[config.mk]
export PLATFORM = sky130hd
export DESIGN_NAME = lttm_lane
export DESIGN_NICKNAME = d
export VERILOG_FILES = /design/src/hdl/lttm_pkg.sv /design/src/hdl/lttm_div.sv /design/src/hdl/lttm_lane.sv
export SDC_FILE = /design/constraint.sdc
export NUM_CORES = 2
export LEC_CHECK = 0
export ABC_AREA = 0
export BUFFER_PORTS_ARGS = -buffer_cell sky130_fd_sc_hd__buf_2
export CAP_MARGIN = 30
export CORE_MARGIN = 1.5
export CORE_UTILIZATION = 44
export CTS_BUF_LIST = sky130_fd_sc_hd__clkbuf_2
export DETAILED_ROUTE_END_ITERATION = 6
export PLACE_DENSITY = 0.61
export SLEW_MARGIN = 15
export SYNTH_ARGS = -nofsm -noshare
export SYNTH_HDL_FRONTEND = slang
export SYNTH_SLANG_ARGS = --single-unit
export TNS_END_PERCENT = 5
[constraint.sdc]
create_clock -name clk -period 11.7 [get_ports clk]
set_clock_uncertainty 0.1 [all_clocks]
set_input_delay 0.585 -clock clk [delete_from_list [all_inputs] [get_ports clk]]
set_output_delay 0.585 -clock clk [all_outputs]
set_load 0.05 [all_outputs]
[src/hdl/lttm_pkg.sv]
`default_nettype none
package lttm_pkg;

	localparam int DIM_W = 13;
	localparam int COORD_W = 15;
	localparam int OFF_W = 12;
	localparam int REG_IDX_W = 2;
	localparam logic [DIM_W-1:0] MAX_DIMENSION = 13'd8191;

	localparam logic [DIM_W-1:0] RST_SURFACE_WIDTH = 13'd1024;
	localparam logic [DIM_W-1:0] RST_SURFACE_HEIGHT = 13'd768;
	localparam logic [DIM_W-1:0] RST_ENGINE_WIDTH = 13'd0;
	localparam logic [DIM_W-1:0] RST_ENGINE_HEIGHT = 13'd0;

	// rect fit divider: (2*p + e) / 2e, 13-bit quotient
	localparam int RDIV_DEN_W = DIM_W + 1;
	localparam int RDIV_Q_W = DIM_W;
	localparam int RDIV_NUM_W = RDIV_DEN_W + RDIV_Q_W;
	// lane divider: d*eng / len, 13-bit quotient, clamped to eng - 1 in the lane
	localparam int LDIV_DEN_W = DIM_W;
	localparam int LDIV_Q_W = DIM_W;
	localparam int LDIV_NUM_W = LDIV_DEN_W + LDIV_Q_W;
	localparam int DIST_W = COORD_W - 1;
	localparam int PROD_W = DIST_W + DIM_W;

	typedef enum logic [REG_IDX_W-1:0] {
		REG_SURFACE_WIDTH  = 2'd0,
		REG_SURFACE_HEIGHT = 2'd1,
		REG_ENGINE_WIDTH   = 2'd2,
		REG_ENGINE_HEIGHT  = 2'd3
	} reg_idx_t;

	// Fields carried alongside the rect fit divider
	typedef struct packed {
		logic [DIM_W-1:0] sw;
		logic [DIM_W-1:0] sh;
		logic [DIM_W-1:0] ew;
		logic [DIM_W-1:0] eh;
		logic wlim;
		logic fit;
		logic signed [COORD_W-1:0] x;
		logic signed [COORD_W-1:0] y;
	} rdiv_side_t;

	// Fields carried alongside one lane's divider
	typedef struct packed {
		logic signed [COORD_W-1:0] coord;
		logic [OFF_W-1:0] offset;
		logic [DIM_W-1:0] len;
		logic [DIM_W-1:0] eng;
		logic ovf;
	} lane_side_t;

	function automatic logic [DIM_W-1:0] sat_dim(input logic [DIM_W-1:0] v);
		return (v > MAX_DIMENSION) ? MAX_DIMENSION : v;
	endfunction

endpackage
`default_nettype wire

[src/hdl/lttm_div.sv]
`default_nettype none
// Restoring divider, one quotient bit per stage, Q_W stages.
// Caller guarantees num < den << Q_W.
module lttm_div #(
	parameter int DEN_W = 13,
	parameter int Q_W = 13,
	parameter int SIDE_W = 1
) (
	input  wire logic clk,
	input  wire logic arst_n,
	input  wire logic en,
	input  wire logic in_valid,
	input  wire logic [DEN_W+Q_W-1:0] num,
	input  wire logic [DEN_W-1:0] den,
	input  wire logic [SIDE_W-1:0] side,
	output logic out_valid,
	output logic [Q_W-1:0] quot,
	output logic [SIDE_W-1:0] out_side
);
	localparam int NUM_W = DEN_W + Q_W;

	logic             v_q    [Q_W+1];
	logic [NUM_W-1:0] rem_q  [Q_W+1];
	logic [DEN_W-1:0] den_q  [Q_W+1];
	logic [Q_W-1:0]   quot_q [Q_W+1];
	logic [SIDE_W-1:0] side_q [Q_W+1];

	assign v_q[0] = in_valid;
	assign rem_q[0] = num;
	assign den_q[0] = den;
	assign quot_q[0] = '0;
	assign side_q[0] = side;

	for (genvar i = 0; i < Q_W; i++) begin : g_stage
		localparam int K = Q_W - 1 - i;
		logic [NUM_W-1:0] dsh;
		logic ge;

		// trial subtract of the shifted divisor
		assign dsh = {{Q_W{1'b0}}, den_q[i]} << K;
		assign ge = rem_q[i] >= dsh;

		always_ff @(posedge clk or negedge arst_n) begin
			if (!arst_n) begin
				v_q[i+1] <= 1'b0;
			end else if (en) begin
				v_q[i+1] <= v_q[i];
			end
		end

		always_ff @(posedge clk) begin
			if (en) begin
				rem_q[i+1] <= ge ? (rem_q[i] - dsh) : rem_q[i];
				den_q[i+1] <= den_q[i];
				quot_q[i+1] <= quot_q[i] | (Q_W'(ge) << K);
				side_q[i+1] <= side_q[i];
			end
		end
	end

	assign out_valid = v_q[Q_W];
	assign quot = quot_q[Q_W];
	assign out_side = side_q[Q_W];

endmodule
`default_nettype wire

[src/hdl/lttm_lane.sv]
`default_nettype none
// One axis: offset removal, scale multiply, divide by fitted length, clamp.
module lttm_lane (
	input  wire logic clk,
	input  wire logic arst_n,
	input  wire logic en,
	input  wire logic in_valid,
	input  wire logic signed [lttm_pkg::COORD_W-1:0] coord,
	input  wire logic [lttm_pkg::OFF_W-1:0] offset,
	input  wire logic [lttm_pkg::DIM_W-1:0] len,
	input  wire logic [lttm_pkg::DIM_W-1:0] eng,
	output logic out_valid,
	output logic [lttm_pkg::DIM_W-1:0] mapped,
	output logic signed [lttm_pkg::COORD_W-1:0] raw,
	output logic [lttm_pkg::OFF_W-1:0] out_offset,
	output logic [lttm_pkg::DIM_W-1:0] out_len
);
	localparam int DW = lttm_pkg::DIM_W;

	logic signed [lttm_pkg::COORD_W:0] diff;
	logic [lttm_pkg::DIST_W-1:0] gap;
	logic v_s1, v_s2, v_s3, dv;
	logic [lttm_pkg::DIST_W-1:0] dist_s1;
	lttm_pkg::lane_side_t side_s1, side_s2, div_side, dside;
	logic [lttm_pkg::PROD_W-1:0] prod_s2;
	logic ovf;
	logic [lttm_pkg::LDIV_NUM_W-1:0] dnum;
	logic [DW-1:0] dq, lim;
	logic [DW-1:0] mapped_s3;
	lttm_pkg::lane_side_t side_s3;

	function automatic logic [lttm_pkg::LDIV_NUM_W-1:0] len_shift(input logic [DW-1:0] l);
		return {l, {lttm_pkg::LDIV_Q_W{1'b0}}};
	endfunction

	// distance from the picture edge, zero when left of it
	assign diff = $signed({coord[lttm_pkg::COORD_W-1], coord})
		- $signed({4'b0, offset});
	assign gap = (diff > 0) ? diff[lttm_pkg::DIST_W-1:0] : '0;

	// overflow means the quotient is past the clamp anyway
	assign ovf = prod_s2 >= {1'b0, len_shift(side_s2.len)};
	assign dnum = ovf ? '0 : prod_s2[lttm_pkg::LDIV_NUM_W-1:0];

	always_comb begin
		div_side = side_s2;
		div_side.ovf = ovf;
	end

	always_ff @(posedge clk or negedge arst_n) begin
		if (!arst_n) begin
			v_s1 <= 1'b0;
			v_s2 <= 1'b0;
			v_s3 <= 1'b0;
		end else if (en) begin
			v_s1 <= in_valid;
			v_s2 <= v_s1;
			v_s3 <= dv;
		end
	end

	always_ff @(posedge clk) begin
		if (en) begin
			dist_s1 <= gap;
			side_s1 <= '{coord: coord, offset: offset, len: len, eng: eng, ovf: 1'b0};
			prod_s2 <= lttm_pkg::PROD_W'(dist_s1) * lttm_pkg::PROD_W'(side_s1.eng);
			side_s2 <= side_s1;
			mapped_s3 <= (dside.ovf || (dq > lim)) ? lim : dq;
			side_s3 <= dside;
		end
	end

	assign lim = dside.eng - DW'(1);

	lttm_div #(
		.DEN_W(lttm_pkg::LDIV_DEN_W),
		.Q_W(lttm_pkg::LDIV_Q_W),
		.SIDE_W($bits(lttm_pkg::lane_side_t))
	) u_div (
		.clk(clk),
		.arst_n(arst_n),
		.en(en),
		.in_valid(v_s2),
		.num(dnum),
		.den(side_s2.len),
		.side(div_side),
		.out_valid(dv),
		.quot(dq),
		.out_side(dside)
	);

	assign out_valid = v_s3;
	assign mapped = mapped_s3;
	assign raw = side_s3.coord;
	assign out_offset = side_s3.offset;
	assign out_len = side_s3.len;

endmodule
`default_nettype wire

Word level (Yosys, flattened, before mapping)

Cells that the tools add are included.

Add/sub/neg operators: 14
$mul: 1
Order comparisons: 16
Muxes and demuxes: 14
Bitwise logic cells: 12
Reduce and logical (&&, ||, !) cells: 1

Operators with widths:

| operator                       | number |
|---|---|
| two-way mux 26 bit             | 13 |
| >= comparator 27 x 26 -> 1 bit | 1 |
| multiplier 14 x 13 -> 27 bit   | 1 |
| >= comparator 26 x 13 -> 1 bit | 1 |
| >= comparator 26 x 14 -> 1 bit | 1 |
| >= comparator 26 x 15 -> 1 bit | 1 |
| >= comparator 26 x 16 -> 1 bit | 1 |
| >= comparator 26 x 17 -> 1 bit | 1 |
| >= comparator 26 x 18 -> 1 bit | 1 |
| >= comparator 26 x 19 -> 1 bit | 1 |
| >= comparator 26 x 20 -> 1 bit | 1 |
| >= comparator 26 x 21 -> 1 bit | 1 |
| >= comparator 26 x 22 -> 1 bit | 1 |
| >= comparator 26 x 23 -> 1 bit | 1 |
| >= comparator 26 x 24 -> 1 bit | 1 |
| >= comparator 26 x 25 -> 1 bit | 1 |
| subtractor 26 x 14 -> 26 bit   | 1 |
| subtractor 26 x 15 -> 26 bit   | 1 |
| subtractor 26 x 16 -> 26 bit   | 1 |
| subtractor 26 x 17 -> 26 bit   | 1 |
| subtractor 26 x 18 -> 26 bit   | 1 |
| subtractor 26 x 19 -> 26 bit   | 1 |
| subtractor 26 x 20 -> 26 bit   | 1 |
| subtractor 26 x 21 -> 26 bit   | 1 |
| other kinds (22)               | 22 |

Register bits after elaboration: 1543
Input port bits: 57
Word-level logic and storage cells: 138

Longest topological paths before layout

Depth in word-level cells: 4
Depth in mapped cells: 23
Depth with buffers taken out: 21

Cells and area by module

From an unflattened synthesis, not the netlist that was laid out.

Cell total of the unflattened synthesis: 4290
Area, all modules: 64361.7 µm²

Modules (own cells, without submodules):

| module    | times used | cells each | area an instance (µm²) | seq. area each (µm²) |
|---|---|---|---|---|
| lttm_div  | 1          | 3094       | 50340.8                | 38191.6 |
| lttm_lane | 1          | 1196       | 14020.9                | 6080.8 |

Least setup slack after synthesis

OpenSTA, ideal clock, no wires.

Path type: register to register
Start point: reg side_s1[10] in the netlist's numbering
End point: reg prod_s2[26] in the netlist's numbering, data pin
Data arrival time: 5.176 ns
Data required time: 11.340 ns
Slack: 6.164 ns
Cell stages (with the launch flop): 20
Buffers on the path: 1
Clock period less this slack: 5.536 ns
Cell sequence: edfxtp_1 > clkbuf_1 > nand2_1 > fa_1 > inv_1 > fa_1 > fa_1 > fa_1 > inv_1 > fa_1 > inv_1 > ha_1 > and4_1 > o2111ai_1 > o211ai_1 > a32oi_1 > a211o_1 > o2111ai_1 > a21oi_1 > xnor2_1

Cells in the longest elaborated chain, start to end: 1

RTL lines:

| item                         | RTL line        | source |
|---|---|---|
| start, declared              | lttm_lane.sv:24 | `lttm_pkg::lane_side_t side_s1, side_s2, div_side, dside;` |
| start signal, assigned       | lttm_lane.sv:65 | `side_s1 <= '{coord: coord, offset: offset, len: len, eng: eng, ovf: 1'b0};` |
| multiplier 14 x 13 -> 27 bit | lttm_lane.sv:66 | `prod_s2 <= lttm_pkg::PROD_W'(dist_s1) * lttm_pkg::PROD_W'(side_s1.eng);` |
| end signal, assigned         | lttm_lane.sv:66 |  |
| end, declared                | lttm_lane.sv:25 | `logic [lttm_pkg::PROD_W-1:0] prod_s2;` |

No other way between the ends.
A chain may end at the register's enable or synchronous reset.

Worst setup path in the final report

Start point: reg dist_s1[10] in the netlist's numbering
End point: reg prod_s2[25] in the netlist's numbering, data pin

Cells in the longest elaborated chain, start to end: 1

RTL lines:

| item                         | RTL line        | source |
|---|---|---|
| start, declared              | lttm_lane.sv:23 | `logic [lttm_pkg::DIST_W-1:0] dist_s1;` |
| start signal, assigned       | lttm_lane.sv:64 | `dist_s1 <= gap;` |
| multiplier 14 x 13 -> 27 bit | lttm_lane.sv:66 |  |

No other way between the ends.

==> impl_metrics.yaml <==
run_status:
  status: "completed"
route:
  viasPerCell: 4.90
  vias: 32100
  first_pass_iters: 5
  drt_iter0_drc: 1916
  drc: 0
  routedWlPerCell_um: 16.0
  routed_wl_mm: 105
  ant_nets: 0
worst_hold_path:
  hp-class: "register to register"
global_route:
  grtUsageTotal_pct: 15.7
  use_met2_pct: 27.3
  grt_pass1_wl_mm: 168
  grt_max_degree: 184
  antenna_found_initial: 3
  grt_busiest_layer: "met2"
  grt_pass1_vias: 33000
  grt_util_met1_pct: 17.5
  gr-usage-met3_pct: 3.46
  grt_overflow_total: 0
synthesis:
  yosysTopAreaCellShare_pct: 66.9
  synth_edf_count: 1305
  synthDistinctLibCells: 82
  synth_compound_area_share_pct: 5.56
  synth_area_per_cell_um2: 14.7
  synth.most_common_cell: "edfxtp_1"
  synth_commonest_cells: "edfxtp_1, inv_1, ha_1, nand2_1, nor2_1"
  synthAdderAreaFrac_pct: 10.9
  yosysSeqAreaShare_pct: 67.6
  synth_xor_area_share_pct: 3.26
  synth_flop_cell: "edfxtp_1"
  synthesis.instances: 3995
  synth_fp_nets: 4477
  synth_top_family_by_area: "adder cells"
  ys_ff_latch: 1321
  synthMuxAreaShare_pct: 1.11
  synthTopCellsByArea: "edfxtp_1, ha_1, fa_1"
  synthArstFlopShare_pct: 1.21
  synth_area_um2: 58600
  synth-simple-area-share_pct: 8.39
  synth_top_cell_by_area: "edfxtp_1"
  yosysWarnings: 0
power:
  internal_power_w: 0.00992
  pwr-share-comb_pct: 36.9
  pwr-share-clk_pct: 19.1
  leakage_nw: 25.9
  peakVddDrop_mv: 0.280
  switchingPower_w: 0.00529
  powerDensity_nw_per_um2: 231
  p_seq_share_pct: 44.0
  swShare_pct: 34.8
critical_path:
  cpMostUsedCell: "fa_1"
  crit_arrival_ps: 7300
  crit_type: "register to register"
  slowest_delay_ps: 600
  cp-end-kind: "register"
  startpoint_type: "register"
  required_ps: 12810
  path_max_fanout: 13
  path_cells: "and2_1, fa_1, inv_1, fa_1, inv_1, fa_1, fa_1, inv_1, fa_1, inv_1, ha_1, and4_1, nand3_1, a21boi_0, o21ai_0, a41oi_1, a21oi_1, a21o_1, a21oi_1, xnor2_1"
  slowest_stage: "edfxtp_1"
layout:
  syn_to_final_growth_pct: 12.3
  num-fill-cells: 11500
  layout-drive-gt1-share_pct: 15.1
  nets: 5052
clock_network:
  cts.clk_slew.worst_paths_ps: 90
  clockBufferDepth: 4
  cts_sinks: 1321
  cts_tree: "done"
  post_cts_buffers: 0
  cts_max_level: 5
  cts_buffers: 349
  cts-root-buf: "clkbuf_2"
  clock_latency_ps: 1570
job:
  maxCapViolations: 0
placed_design:
  gp_congestion: 0.832
  detailed_place_hpwl_mm: 71.6
  io_buffer_count: 110
timing:
  worst_slew_pin_slew_ps: 1050
  setup-tns-final_ps: 0
  period_minus_slack_ps: 6190
  max_freq_ghz: 0.162
  slew_headroom_pct: 29.9
  grt_setup_unrepaired: "false"
  fin_crit_sh_pct: 52.9
  final-hold-violation-count: 0
  report.final.slew_viol_count: 0
  setup_viol: 0
  holdWs_ps: 234
die:
  die_w_um: 368
  initial_core_util_pct: 44.4
  die_area_um2: 135000
  io-pin-count: 111
  fp-row-count: 133
  fp.coreArea_um2: 132000
  fp.dieH_um: 368
## stage by stage
step | setup WS, ps | area [um2] | power, W | cells | util (%)
after floorplan | 6160 | 58600 | 0.0110 | 3995 | -
after global placement | 5580 | 61300 | 0.0123 | 5809 | 46.5
after detailed placement | 5530 | 61300 | 0.0124 | 5811 | 46.5
after CTS | 5470 | 65700 | 0.0155 | 6539 | 49.9
after global routing | 5150 | 65800 | 0.0164 | 6548 | 49.9
final | 5510 | 65800 | 0.0152 | 6548 | 49.9
## state kept, by name (all words and copies together) (netlist names), 14 cells and up
| signal | flops |
|---|---|
| dist_s1 | 14 |
| u_div.out_side | 54 |
| side_s1 | 53 |
| u_div.rem_q | 312 |
| u_div.quot_q | 78 |
| prod_s2 | 27 |
| div_side | 53 |
| u_div.side_q | 648 |
| raw | 15 |
## power groups by stage
stage,combinational [W],clock [W],sequential [W]
finish,0.00562,0.00291,0.00669
global route,0.00635,0.00332,0.00677
CTS,0.00569,0.00309,0.00670
detailed placement,0.00560,0,0.00680
global placement,0.00555,0,0.00679
floorplan,0.00431,0,0.00666
## cells by family after synthesis
kind of cell / count (synthesis)
fa+ha+maj: 425
xor+xnor: 218
flops: 1321
simple gates: 956
mux: 57
compound gates: 531
buf+inv: 487
## critical path, delay by kind of cell (launching register included)
kind,cells,cell delay [ps]
AND/OR/NAND/NOR,3,620
XOR/XNOR,1,90
AO/OA/AOI/OAI,6,1260
buffers and inverters,4,210
adder cells (fa/ha/maj),6,2970
flip-flops,1,600
## layer usage
| layer | wire, um | vias up |
|---|---|---|
| met5 | 0 | - |
| met4 | 5080 | 0 |
| met3 | 3920 | 270 |
| met2 | 53900 | 656 |
| met1 | 41900 | 15300 |
| li1 | - | 15800 |
## what timing repair did
item                      CTS  global route
hold buffers              161             0
hold endpoints to repair  711             0
gates resized for setup     0             0
## cells in the final DEF (no fill, tap or decap), types with 14 or more instances in the layout
master	instances
inv_1	412
a21o_1	57
nor3_1	56
clkbuf_2	479
o21a_1	27
edfxtp_1	1305
xnor2_1	129
or3_1	26
nand2b_1	47
xor2_1	89
a21oi_1	187
nor4_1	40
nand4_1	22
nor2_1	207
buf_2	110
nor2b_1	47
o21ai_0	133
clkinv_1	68
and2_1	95
or4_1	15
and3_1	26
a211oi_1	15
nand3_1	47
o31ai_1	14
ha_1	280
a21boi_0	14
fa_1	145
dfrtp_1	16
dlygate4sd3_1	160
mux2_2	40
buf_4	18
nand2_1	252
## final timing paths
path,start,endpoint,depth (start not counted),slack (ps)
max,dist_s1[10],prod_s2[25],20,5510
min,u_div.side_q[173],u_div.side_q[119],0,230
max reg2reg,dist_s1[10],prod_s2[25],20,5510
min reg2reg,u_div.side_q[173],u_div.side_q[119],0,230
max in group asynchronous,arst_n,u_div.v_q[10],4,10390
min in group asynchronous,arst_n,u_div.v_q[4],4,640
## layout make-up
cell class	instances	area, um2	share of cell area, %
timing repair buffer	296	2470	3.75
multi-input combinational	2187	17200	26.1
sequential	1321	39600	60.2
clock inverter	88	428	0.650
tap	1755	2200	3.34
inverter	415	1560	2.37
clock buffer	479	2400	3.64
antenna	7	17.5	0.0266
(Power assumes the default switching activity.)
