$ cat config.mk
export PLATFORM = sky130hd
export DESIGN_NAME = lttm_div
export DESIGN_NICKNAME = d
export VERILOG_FILES = /design/src/hdl/lttm_div.sv
export SDC_FILE = /design/constraint.sdc
export NUM_CORES = 1
export LEC_CHECK = 0
export BUFFER_PORTS_ARGS = -buffer_cell sky130_fd_sc_hd__buf_2
export CORE_AREA = 4 4 236 238
export CTS_BUF_LIST = sky130_fd_sc_hd__clkbuf_4 sky130_fd_sc_hd__clkbuf_8
export DETAILED_ROUTE_END_ITERATION = 12
export DIE_AREA = 0 0 240 242
export PLACE_DENSITY = 0.83
export SYNTH_ARGS = -nofsm -noshare
export SYNTH_HDL_FRONTEND = slang
export SYNTH_SLANG_ARGS = --single-unit
export TNS_END_PERCENT = 10
$ cat constraint.sdc
create_clock -name clk -period 2.87 [get_ports clk]
set_input_delay 0.287 -clock clk [delete_from_list [all_inputs] [get_ports clk]]
set_output_delay 0.287 -clock clk [all_outputs]
set_load 0.005 [all_outputs]
$ cat src/hdl/lttm_div.sv
`default_nettype none
// Restoring divider, one quotient bit per stage, Q_W stages.
// Caller guarantees num < den << Q_W.
module lttm_div #(
	parameter int DEN_W = 13,
	parameter int Q_W = 13,
	parameter int SIDE_W = 1
) (
	input  wire logic clk,
	input  wire logic arst_n,
	input  wire logic en,
	input  wire logic in_valid,
	input  wire logic [DEN_W+Q_W-1:0] num,
	input  wire logic [DEN_W-1:0] den,
	input  wire logic [SIDE_W-1:0] side,
	output logic out_valid,
	output logic [Q_W-1:0] quot,
	output logic [SIDE_W-1:0] out_side
);
	localparam int NUM_W = DEN_W + Q_W;

	logic             v_q    [Q_W+1];
	logic [NUM_W-1:0] rem_q  [Q_W+1];
	logic [DEN_W-1:0] den_q  [Q_W+1];
	logic [Q_W-1:0]   quot_q [Q_W+1];
	logic [SIDE_W-1:0] side_q [Q_W+1];

	assign v_q[0] = in_valid;
	assign rem_q[0] = num;
	assign den_q[0] = den;
	assign quot_q[0] = '0;
	assign side_q[0] = side;

	for (genvar i = 0; i < Q_W; i++) begin : g_stage
		localparam int K = Q_W - 1 - i;
		logic [NUM_W-1:0] dsh;
		logic ge;

		// trial subtract of the shifted divisor
		assign dsh = {{Q_W{1'b0}}, den_q[i]} << K;
		assign ge = rem_q[i] >= dsh;

		always_ff @(posedge clk or negedge arst_n) begin
			if (!arst_n) begin
				v_q[i+1] <= 1'b0;
			end else if (en) begin
				v_q[i+1] <= v_q[i];
			end
		end

		always_ff @(posedge clk) begin
			if (en) begin
				rem_q[i+1] <= ge ? (rem_q[i] - dsh) : rem_q[i];
				den_q[i+1] <= den_q[i];
				quot_q[i+1] <= quot_q[i] | (Q_W'(ge) << K);
				side_q[i+1] <= side_q[i];
			end
		end
	end

	assign out_valid = v_q[Q_W];
	assign quot = quot_q[Q_W];
	assign out_side = side_q[Q_W];

endmodule
`default_nettype wire

## Word level (Yosys, flattened, before mapping)

Cells that the tools add are included.

| word-level totals | value |
|---|---|
| input bits | 44 |
| output and inout bits | 15 |
| register bits | 651 |

| cells by class | value |
|---|---|
| $lt $le $gt $ge | 13 |
| bitwise operators | 12 |
| $add $sub $neg | 12 |
| mux-type cells | 12 |

Operator list:

| kind | count |
|---|---|
| $mux 26 | 12 |
| $ge 26x13->1 | 1 |
| $ge 26x14->1 | 1 |
| $ge 26x15->1 | 1 |
| $ge 26x16->1 | 1 |
| $ge 26x17->1 | 1 |
| $ge 26x18->1 | 1 |
| $ge 26x19->1 | 1 |
| $ge 26x20->1 | 1 |
| $ge 26x21->1 | 1 |
| $ge 26x22->1 | 1 |
| $ge 26x23->1 | 1 |
| $ge 26x24->1 | 1 |
| $ge 26x25->1 | 1 |
| $sub 26x14->26 | 1 |
| $sub 26x15->26 | 1 |
| $sub 26x16->26 | 1 |
| $sub 26x17->26 | 1 |
| $sub 26x18->26 | 1 |
| $sub 26x19->26 | 1 |
| $sub 26x20->26 | 1 |
| $sub 26x21->26 | 1 |
| $sub 26x22->26 | 1 |
| $sub 26x23->26 | 1 |
| 14 further kinds | 14 |

## Logic depth before layout (Yosys ltp)

Gate-level depths: netlist of the first run.

| logic depth | value |
|---|---|
| depth after elaboration | 2 |
| mapped depth | 14 |
| depth with buffers taken out | 12 |

## Least setup slack after synthesis of the first run

Ideal clock, no wire load.

| timing | value |
|---|---|
| path type | register to register |
| start | register rem_q[134] (netlist name) |
| end | register rem_q[109] (netlist name) (data pin) |
| path buffers | 0 |
| stages on the path, launching flop included | 12 |
| setup slack | -0.142 ns |
| required time | 2.610 ns |
| data arrival time | 2.752 ns |
| clock period less this slack | 3.012 ns |
| cells stage by stage | edfxtp_1 inv_1 ha_1 inv_1 fa_1 a21oi_1 o21ai_0 a21oi_1 o211ai_1 a2111oi_2 nor3b_4 mux2_2 |

| between the ends | value |
|---|---|
| longest elaborated chain between the ends | 2 |
| elaborated cells on any way between the ends | 3 |
| those cells by class | add/sub (1); order compare (1); mux (1) |

RTL lines:

| what | RTL line | source |
|---|---|---|
| from (decl) | 23 | `logic [NUM_W-1:0] rem_q [Q_W+1];` |
| from (signal, indexed assignment) | 53 | `rem_q[i+1] <= ge ? (rem_q[i] - dsh) : rem_q[i];` |
| $sub 26x17->26 or $ge 26x17->1 (tied branches) | 53, 41 |  |
| $mux 26 (*) | 53 |  |

Mark *: on every way between the ends. The rest lies on a longest branch, timed or not.
A chain may end at the register's enable or synchronous reset.

## Worst setup path in the final report of the first run

| timing | value |
|---|---|
| start | register den_q[53] (netlist name) |
| end | register rem_q[102] (netlist name) (data pin) |

| between the ends | value |
|---|---|
| longest elaborated chain between the ends | 2 |
| elaborated cells on any way between the ends | 3 |
| those cells by class | add/sub (1); order compare (1); mux (1) |

RTL lines:

| what | RTL line | source |
|---|---|---|
| from (decl) | 24 | `logic [DEN_W-1:0] den_q [Q_W+1];` |
| from (signal, indexed assignment) | 54 | `den_q[i+1] <= den_q[i];` |
| $sub 26x16->26 or $ge 26x16->1 (tied branches) | 53, 41 |  |
| $mux 26 (*) | 53 |  |

Marks and branches as above.

==> results.rst, run 1 <==
.. list-table::
   :header-rows: 1

   * - Metric
     - Value
   * - Post-synthesis cell type count
     - 73
   * - Row Count
     - 85
   * - Async set-or-reset flop fraction in the synthesized netlist
     - 2.22%
   * - First-pass iteration count of the detailed router
     - 5
   * - Wire length of the first global-routing pass
     - between 90,000 and 100,000 microns
   * - Flip-flop and latch count after synthesis
     - 585
   * - DRT Wirelength
     - 60,600 microns
   * - Latest clock arrival within the worst-skew pair
     - 0.70 ns
   * - Overflow left after global routing
     - 0
   * - Required time at the endpoint of the critical path
     - 3.28 ns
   * - Setup repair after global routing missed its margin
     - true
   * - Number of filler instances in the final layout
     - 3,664
   * - Crit start category
     - flop
   * - Die width
     - 240 microns
   * - Die ar.
     - just under 60,000 sq um
   * - Cell accounting for the most synthesized area
     - edfxtp_1
   * - Syn Nets
     - 2,593
   * - Run status
     - finished, violations left
   * - Vias in the first global route
     - 21,000
   * - Kind of critical path
     - flop to flop
   * - Post-layout instance area
     - between 30,000 and 40,000 sq um
   * - Max Transition Viols Final
     - 0
   * - Antenna viol nets, final
     - 0
   * - Number of antenna repair diodes
     - 0
   * - Switching part of the total power
     - approximately 33%
   * - Via count
     - 19,700
   * - Mapped cell area
     - roughly 30,000 sq um
   * - Total net switching power
     - a little over 10 mW
   * - Violations in the final reports
     - setup timing
   * - Final Wtd Congestion
     - 0.916
   * - Time the final worst path needs with I/O delays and setup
     - 3.03 ns
   * - Proportion of layout cells with a drive suffix above 1
     - 22.6%
   * - Instance area at placement
     - about 32,000 sq um
   * - Type of the most critical hold path
     - primary input to flop
   * - Combinational group share of total power
     - 35.5%
   * - Cell internal pwr
     - 20.5 mW
   * - Global router's overall resource usage
     - between 20% and 30%
   * - Fraction of synthesized cell area taken by the top area cell type
     - roughly three fifths
   * - Max_slew headroom
     - 46.5%
   * - Worst Setup End Kind
     - flop
   * - Final worst-path cycle share
     - 105%
   * - Clock share of power
     - about 23%
   * - Critical path arrival
     - 3.44 ns
   * - Number of antenna violations at the first check in global routing
     - 0
   * - Average detailed-routed wire length per instance
     - 17.2 microns
   * - Fmax
     - 0.330 GHz
   * - Number of failing hold endpoints at the final stage
     - 0
   * - Number of CTS-inserted buffers
     - 96
   * - Maximum fanout along the worst path
     - 4
   * - Area contributors post-synth
     - edfxtp_1 59%, ha_1 7.2%, xnor2_1 2.9%
   * - Final Skew
     - 0.0435 ns
   * - Post-Syn Area per Cell
     - about 12 sq um
   * - Area of the placeable core
     - about 54,000 sq um
   * - Buffers added on ports
     - 58
   * - Top cells by count, synth
     - 572 x edfxtp_1, 226 x inv_1, 185 x nand2_1, 169 x ha_1, 146 x a21oi_1
   * - Final hold slack
     - 0.321 ns
   * - TritonCTS clock tree
     - yes
   * - Final Total Pwr
     - 30.6 mW
   * - Sequential share of power
     - a little over two fifths
   * - HPWL reported at the end of detailed placement
     - 41,600 microns
   * - Starting utilization of the core area
     - a little over half
   * - Via/cell ratio
     - 5.58
   * - Clock tree root buffer cell
     - clkbuf_8
   * - Reg2Reg Setup Slack
     - -0.16 ns
   * - Peak supply drop
     - 0.000453 V
   * - Post-synthesis sequential area ratio
     - between 50% and 60%
   * - Accumulated negative setup slack
     - -2.10 ns
   * - Number of placed I/O pins
     - 59
   * - Maximum number of pins on one net before global-route repair
     - 144
   * - Initial DRC Count
     - 965
   * - Total setup violations reported at the end of the flow
     - 39
   * - Nets@finish
     - about 3,000
   * - Number of violations of the max-capacitance limit
     - 0
   * - Power Density
     - 866 nW/um^2
   * - Cell with the most instances after synthesis
     - edfxtp_1
   * - Growth of design area from synthesis to finish
     - 20.9%
   * - Synth Warn #
     - 0
   * - Post-route setup slack
     - -0.156 ns
   * - Tightest Pin Transition
     - 0.802 ns
   * - Primary flip-flop cell chosen by synthesis mapping
     - edfxtp_1
   * - Deepest level of the CTS H-tree
     - 3
   * - Cell leakage power
     - 13.8 nW
   * - Clock slew at reported path FFs
     - 0.06 ns
   * - Clock Path Buffers
     - 3
   * - EDFF count, synth
     - 572
   * - Fraction of the core area covered by cells at the end of the flow
     - roughly two thirds
   * - Die span in y
     - 242 microns
   * - Number of clock sinks
     - 585
   * - Residual DRC count
     - 0
   * - Gate count of the mapped netlist
     - 2,368
[power groups by stage]
stage	sequential, mW	combinational [mW]	clock [mW]
after floorplan	12.5	6.63	0
after global placement	12.7	9.32	0
after detailed placement	12.8	9.75	0
after CTS	12.7	10.1	7.15
after global routing	12.9	12.0	7.58
final	12.8	10.9	6.98
[state kept, by name, summed over array words and instances, names as in the netlist]
name       cells
den_q        156
quot_q        78
side_q        12
out_side       1
quot          13
rem_q        312
v_q           12
out_valid      1
[layout by cell type (no fill, tap or decap), drive strengths merged, types with 40 or more instances in the layout]
cell type / synthesis / routed
nor2: 138 / 138
ha: 169 / 169
clkbuf: 19 / 127
inv: 226 / 232
nor3: 42 / 42
xor2: 92 / 92
mux2: 43 / 43
o21ai: 149 / 149
edfxtp: 572 / 572
a21oi: 146 / 146
nand2: 185 / 185
buf: 27 / 297
dlygate4sd3: 0 / 44
a21o: 40 / 40
xnor2: 98 / 98
[worst max-delay path, stage by stage, from the launching register on]
cell and delay [ns]:
edfxtp_1 0.42, inv_2 0.10, ha_4 0.20, nor2b_4 0.13, o31ai_2 0.20, buf_4 0.17
a31oi_4 0.13, a31o_4 0.29, or3_4 0.35, a211o_4 0.40, nor4_4 0.26, xor2_1 0.11
[layout make-up]
cell class	count	area [sq um]	share of cell area, %
clock buffer	127	1560	4.42
clock inverter	41	273	0.772
inverter	227	852	2.41
multi-input combinational	1510	11500	32.7
sequential	585	17500	49.6
tap	696	871	2.47
timing repair buffer	341	2720	7.71
[final timing paths]
path / startpoint / endpoint / cells past startpoint
min in group asynchronous: arst_n / v_q[1]$_DFFE_PN0P_ / 3
min reg2reg: quot_q[116]$_DFFE_PP_ / quot_q[103]$_DFFE_PP_ / 0
max reg2reg: den_q[53]$_DFFE_PP_ / rem_q[102]$_DFFE_PP_ / 11
min: num[1] / rem_q[313]$_DFFE_PP_ / 2
max: den_q[53]$_DFFE_PP_ / rem_q[102]$_DFFE_PP_ / 11
max in group asynchronous: arst_n / v_q[7]$_DFFE_PN0P_ / 3
[logic make-up after synthesis]
kind of cell / count (synthesis) / share of synthesized area [%]
mux: 46 / 1.76
compound gates: 497 / 10.7
simple gates: 596 / 10.1
fa+ha+maj: 181 / 8.06
xor+xnor: 190 / 5.70
buf+inv: 273 / 3.72
flops: 585 / 59.9
[metal layers]
layer	wire length, microns	up-vias	global-route usage [%]
li1	-	9503	-
met1	20700	9451	18.6
met2	34800	546	40.2
met3	2320	181	3.55
met4	2720	0	10.9
met5	0	-	0
[per-stage QoR]
| step | instances | setup slack [ns] |
|---|---|---|
| after CTS | 3509 | -0.130 |
| after global routing | 3527 | -0.298 |
| after global placement | 3291 | -0.383 |
| after floorplan | 2368 | -0.0719 |
| final | 3527 | -0.156 |
| after detailed placement | 3291 | -0.356 |
[repair_timing]
item                       4_1_cts  5_1_grt
buffers inserted                 6       18
gates cloned                     1        1
setup endpoints to repair      138      162
hold endpoints to repair        73        0
hold buffers                    44        0
gates resized for setup         84      135
pin swaps                       19       38
(Power assumes the default switching activity.)
==> run 2, diff against run 1 <==
CELL_PAD_IN_SITES_DETAIL_PLACEMENT = 1   (was not set)
CELL_PAD_IN_SITES_GLOBAL_PLACEMENT = 1   (was not set)
CORE_AREA = 4 4 250 252   (was 4 4 236 238)
DIE_AREA = 0 0 254 256   (was 0 0 240 242)
PLACE_DENSITY = 0.87   (was 0.83)
==> results.rst, run 2 (synthesized netlist as in run 1, its figures left out) <==
.. list-table::
   :header-rows: 1

   * - Metric
     - Value
   * - Leading cell type in the layout, fill and taps excluded
     - edfxtp_1
   * - Final Total Pwr
     - 34.4 mW
   * - Top library cells by usage in the layout, fill and taps aside
     - 572 x edfxtp_1, 216 x buf_4, 206 x inv_1
   * - Cell leakage power
     - 14.0 nW
   * - Post-layout instance area
     - between 30,000 and 40,000 sq um
   * - Critical path's slowest cell
     - edfxtp_1
   * - First-pass iteration count of the detailed router
     - 5
   * - Kind of cell adding the most delay to the critical path
     - compound AO/OA/AOI/OAI gates
   * - Power Density
     - around 950 nW/um^2
   * - Series of cell instances along the critical path
     - inv_1 -> ha_2 -> a21oi_1 -> nor2b_1 -> o31ai_1 -> buf_4 -> a21oi_2 -> o41ai_4 -> buf_6 -> nand2_1 -> o21ai_1
   * - Global router's overall resource usage
     - 28.3%
   * - Run status
     - finished, violations left
   * - Row Count
     - 90
   * - Worst Setup End Kind
     - flop
   * - Number of antenna violations at the first check in global routing
     - 6
   * - Type of the most critical hold path
     - primary input to flop
   * - Number of CTS-inserted buffers
     - 98
   * - WP buf/inv
     - 3
   * - Fmax
     - roughly 0.3 GHz
   * - HPWL reported at the end of detailed placement
     - 54,200 microns
   * - Via/cell ratio
     - about 6.3
   * - Number of clock sinks
     - 585
   * - Starting utilization of the core area
     - 48.6%
   * - Tightest Pin Transition
     - 0.870 ns
   * - Proportion of layout cells with a drive suffix above 1
     - 25.8%
   * - Maximum number of pins on one net before global-route repair
     - 97
   * - TritonCTS clock tree
     - yes
   * - Number of filler instances in the final layout
     - 5,941
   * - Footprint of the flip-flops and latches
     - 17,500 sq um
   * - Wire length of the first global-routing pass
     - 142,000 microns
   * - Area of the placeable core
     - 60,100 sq um
   * - Number of failing hold endpoints at the final stage
     - 0
   * - Area taken by multi-input logic gates
     - 12,000 sq um
   * - Placement Setup Slack
     - -0.544 ns
   * - Final Wtd Congestion
     - 0.885
   * - Overflow left after global routing
     - 0
   * - Final worst-path cycle share
     - 118%
   * - Clock slew at reported path FFs
     - 0.08 ns
   * - Die ar.
     - ~65,000 sq um
   * - Total setup violations reported at the end of the flow
     - 166
   * - Max Transition Viols Final
     - 0
   * - Maximum fanout along the worst path
     - 13
   * - Vias in the first global route
     - approximately 24,000
   * - Peak per-stage delay on the critical path
     - 0.44 ns
   * - Average detailed-routed wire length per instance
     - 29.7 microns
   * - Violations in the final reports
     - setup timing
   * - Buffers added on ports
     - 58
   * - Antenna viol nets, final
     - 0
   * - Growth of design area from synthesis to finish
     - 24.2%
   * - Die width
     - 254 microns
   * - Deepest level of the CTS H-tree
     - 3
   * - Nets@finish
     - 3,003
   * - Number of placed instances, taps included
     - 3,371
   * - Number of flip-flops under the largest register name
     - 312
   * - Residual DRC count
     - 0
   * - Latest clock arrival within the worst-skew pair
     - 0.77 ns
   * - Peak supply drop
     - between 0.0005 and 0.0006 V
   * - Max_slew headroom
     - around two fifths
   * - Instance area at placement
     - 32,000 sq um
   * - Top register by number of flip-flops
     - rem_q
   * - Number of violations of the max-capacitance limit
     - 0
   * - DRT Wirelength
     - 108,000 microns
   * - Setup repair after global routing missed its margin
     - true
   * - Post-route setup slack
     - -0.530 ns
   * - Time the final worst path needs with I/O delays and setup
     - between 3 and 4 ns
   * - Crit start category
     - flop
   * - Critical path arrival
     - 3.86 ns
   * - Required time at the endpoint of the critical path
     - roughly 3.3 ns
   * - Initial DRC Count
     - 2,285
   * - Via count
     - 23,000
   * - Clock Path Buffers
     - 3
   * - Final Skew
     - 0.0795 ns
   * - Kind of critical path
     - flop to flop
   * - Cell Count, Final, Fillers Out
     - around 3,600
   * - Clock tree root buffer cell
     - clkbuf_8
   * - Die span in y
     - 256 microns
   * - Largest registers ranked by flip-flop count
     - rem_q: 312 flops, den_q: 156 flops, quot_q: 78 flops
   * - Number of placed I/O pins
     - 59
==> run 2: cell count changes in the layout (fill, tap and decap cells not counted), moves of 5 or more <==
cell,previous run,this run
inv_2,9,20
a21oi_1,135,129
inv_1,217,206
o21ai_4,0,9
buf_6,11,19
nand2_1,182,171
ha_4,13,21
ha_1,152,141
nor2_2,2,10
clkinv_1,25,30
o21ai_0,111,101
nor2_1,134,126
nand2_2,2,12
==> run 2: layout make-up <==
type                            instances  area share [%]
Clock buffer                          126            4.31
Inverter                              227            2.35
Tap cell                              782            2.70
Antenna cell                            2          0.0138
Sequential cell                       585            48.2
Clock inverter                         52            1.11
Timing Repair Buffer                  356            8.14
Multi-Input combinational cell       1510            33.1
==> run 2: power breakdown <==
part	switching, mW	leakage [nW]	internal, mW
registers	1.42	5.66	11.7
clock network	4.07	1.03	4.06
logic	7.64	7.34	5.45
==> run 2: path summary, 6_finish.rpt <==
path                                      startpoint              endpoint  slack [ns]  cells after the start
worst min-delay path                              en   side_q[9]$_DFFE_PP_        0.05                      1
max in group asynchronous                     arst_n   v_q[12]$_DFFE_PN0P_        1.80                      3
worst max-delay path             den_q[81]$_DFFE_PP_  rem_q[136]$_DFFE_PP_       -0.53                     11
min in group asynchronous                     arst_n    v_q[6]$_DFFE_PN0P_        0.68                      3
worst max register to register   den_q[81]$_DFFE_PP_  rem_q[136]$_DFFE_PP_       -0.53                     11
worst min register to register  quot_q[33]$_DFFE_PP_  quot_q[20]$_DFFE_PP_        0.41                      0
==> run 2: metal layers <==
metal,up-vias,share of wire (%),global-route usage (%)
li1,9559,-,-
met1,11300,31,26.9
met2,1449,52,53.3
met3,721,6.9,5.23
met4,6,10,20.7
met5,-,0.037,0
==> run 2: per-stage QoR <==
stage	setup TNS, ns	hold slack [ns]	utilization, %
after floorplan	-0.343	-0.00859	-
after global placement	-14.68	0.173	53.2
after detailed placement	-34.65	0.185	53.2
after CTS	-8.54	0.00309	58.5
after global routing	-45.78	0.0202	60.3
final	-32.80	0.0456	60.3
==> run 2: timing repair <==
action	4_1_cts	5_1_grt
pin swaps	34	40
setup endpoints to repair	185	212
setup buffers	25	21
gates cloned	0	2
hold endpoints to repair	54	0
gates resized for setup	161	194
hold buffers	43	0
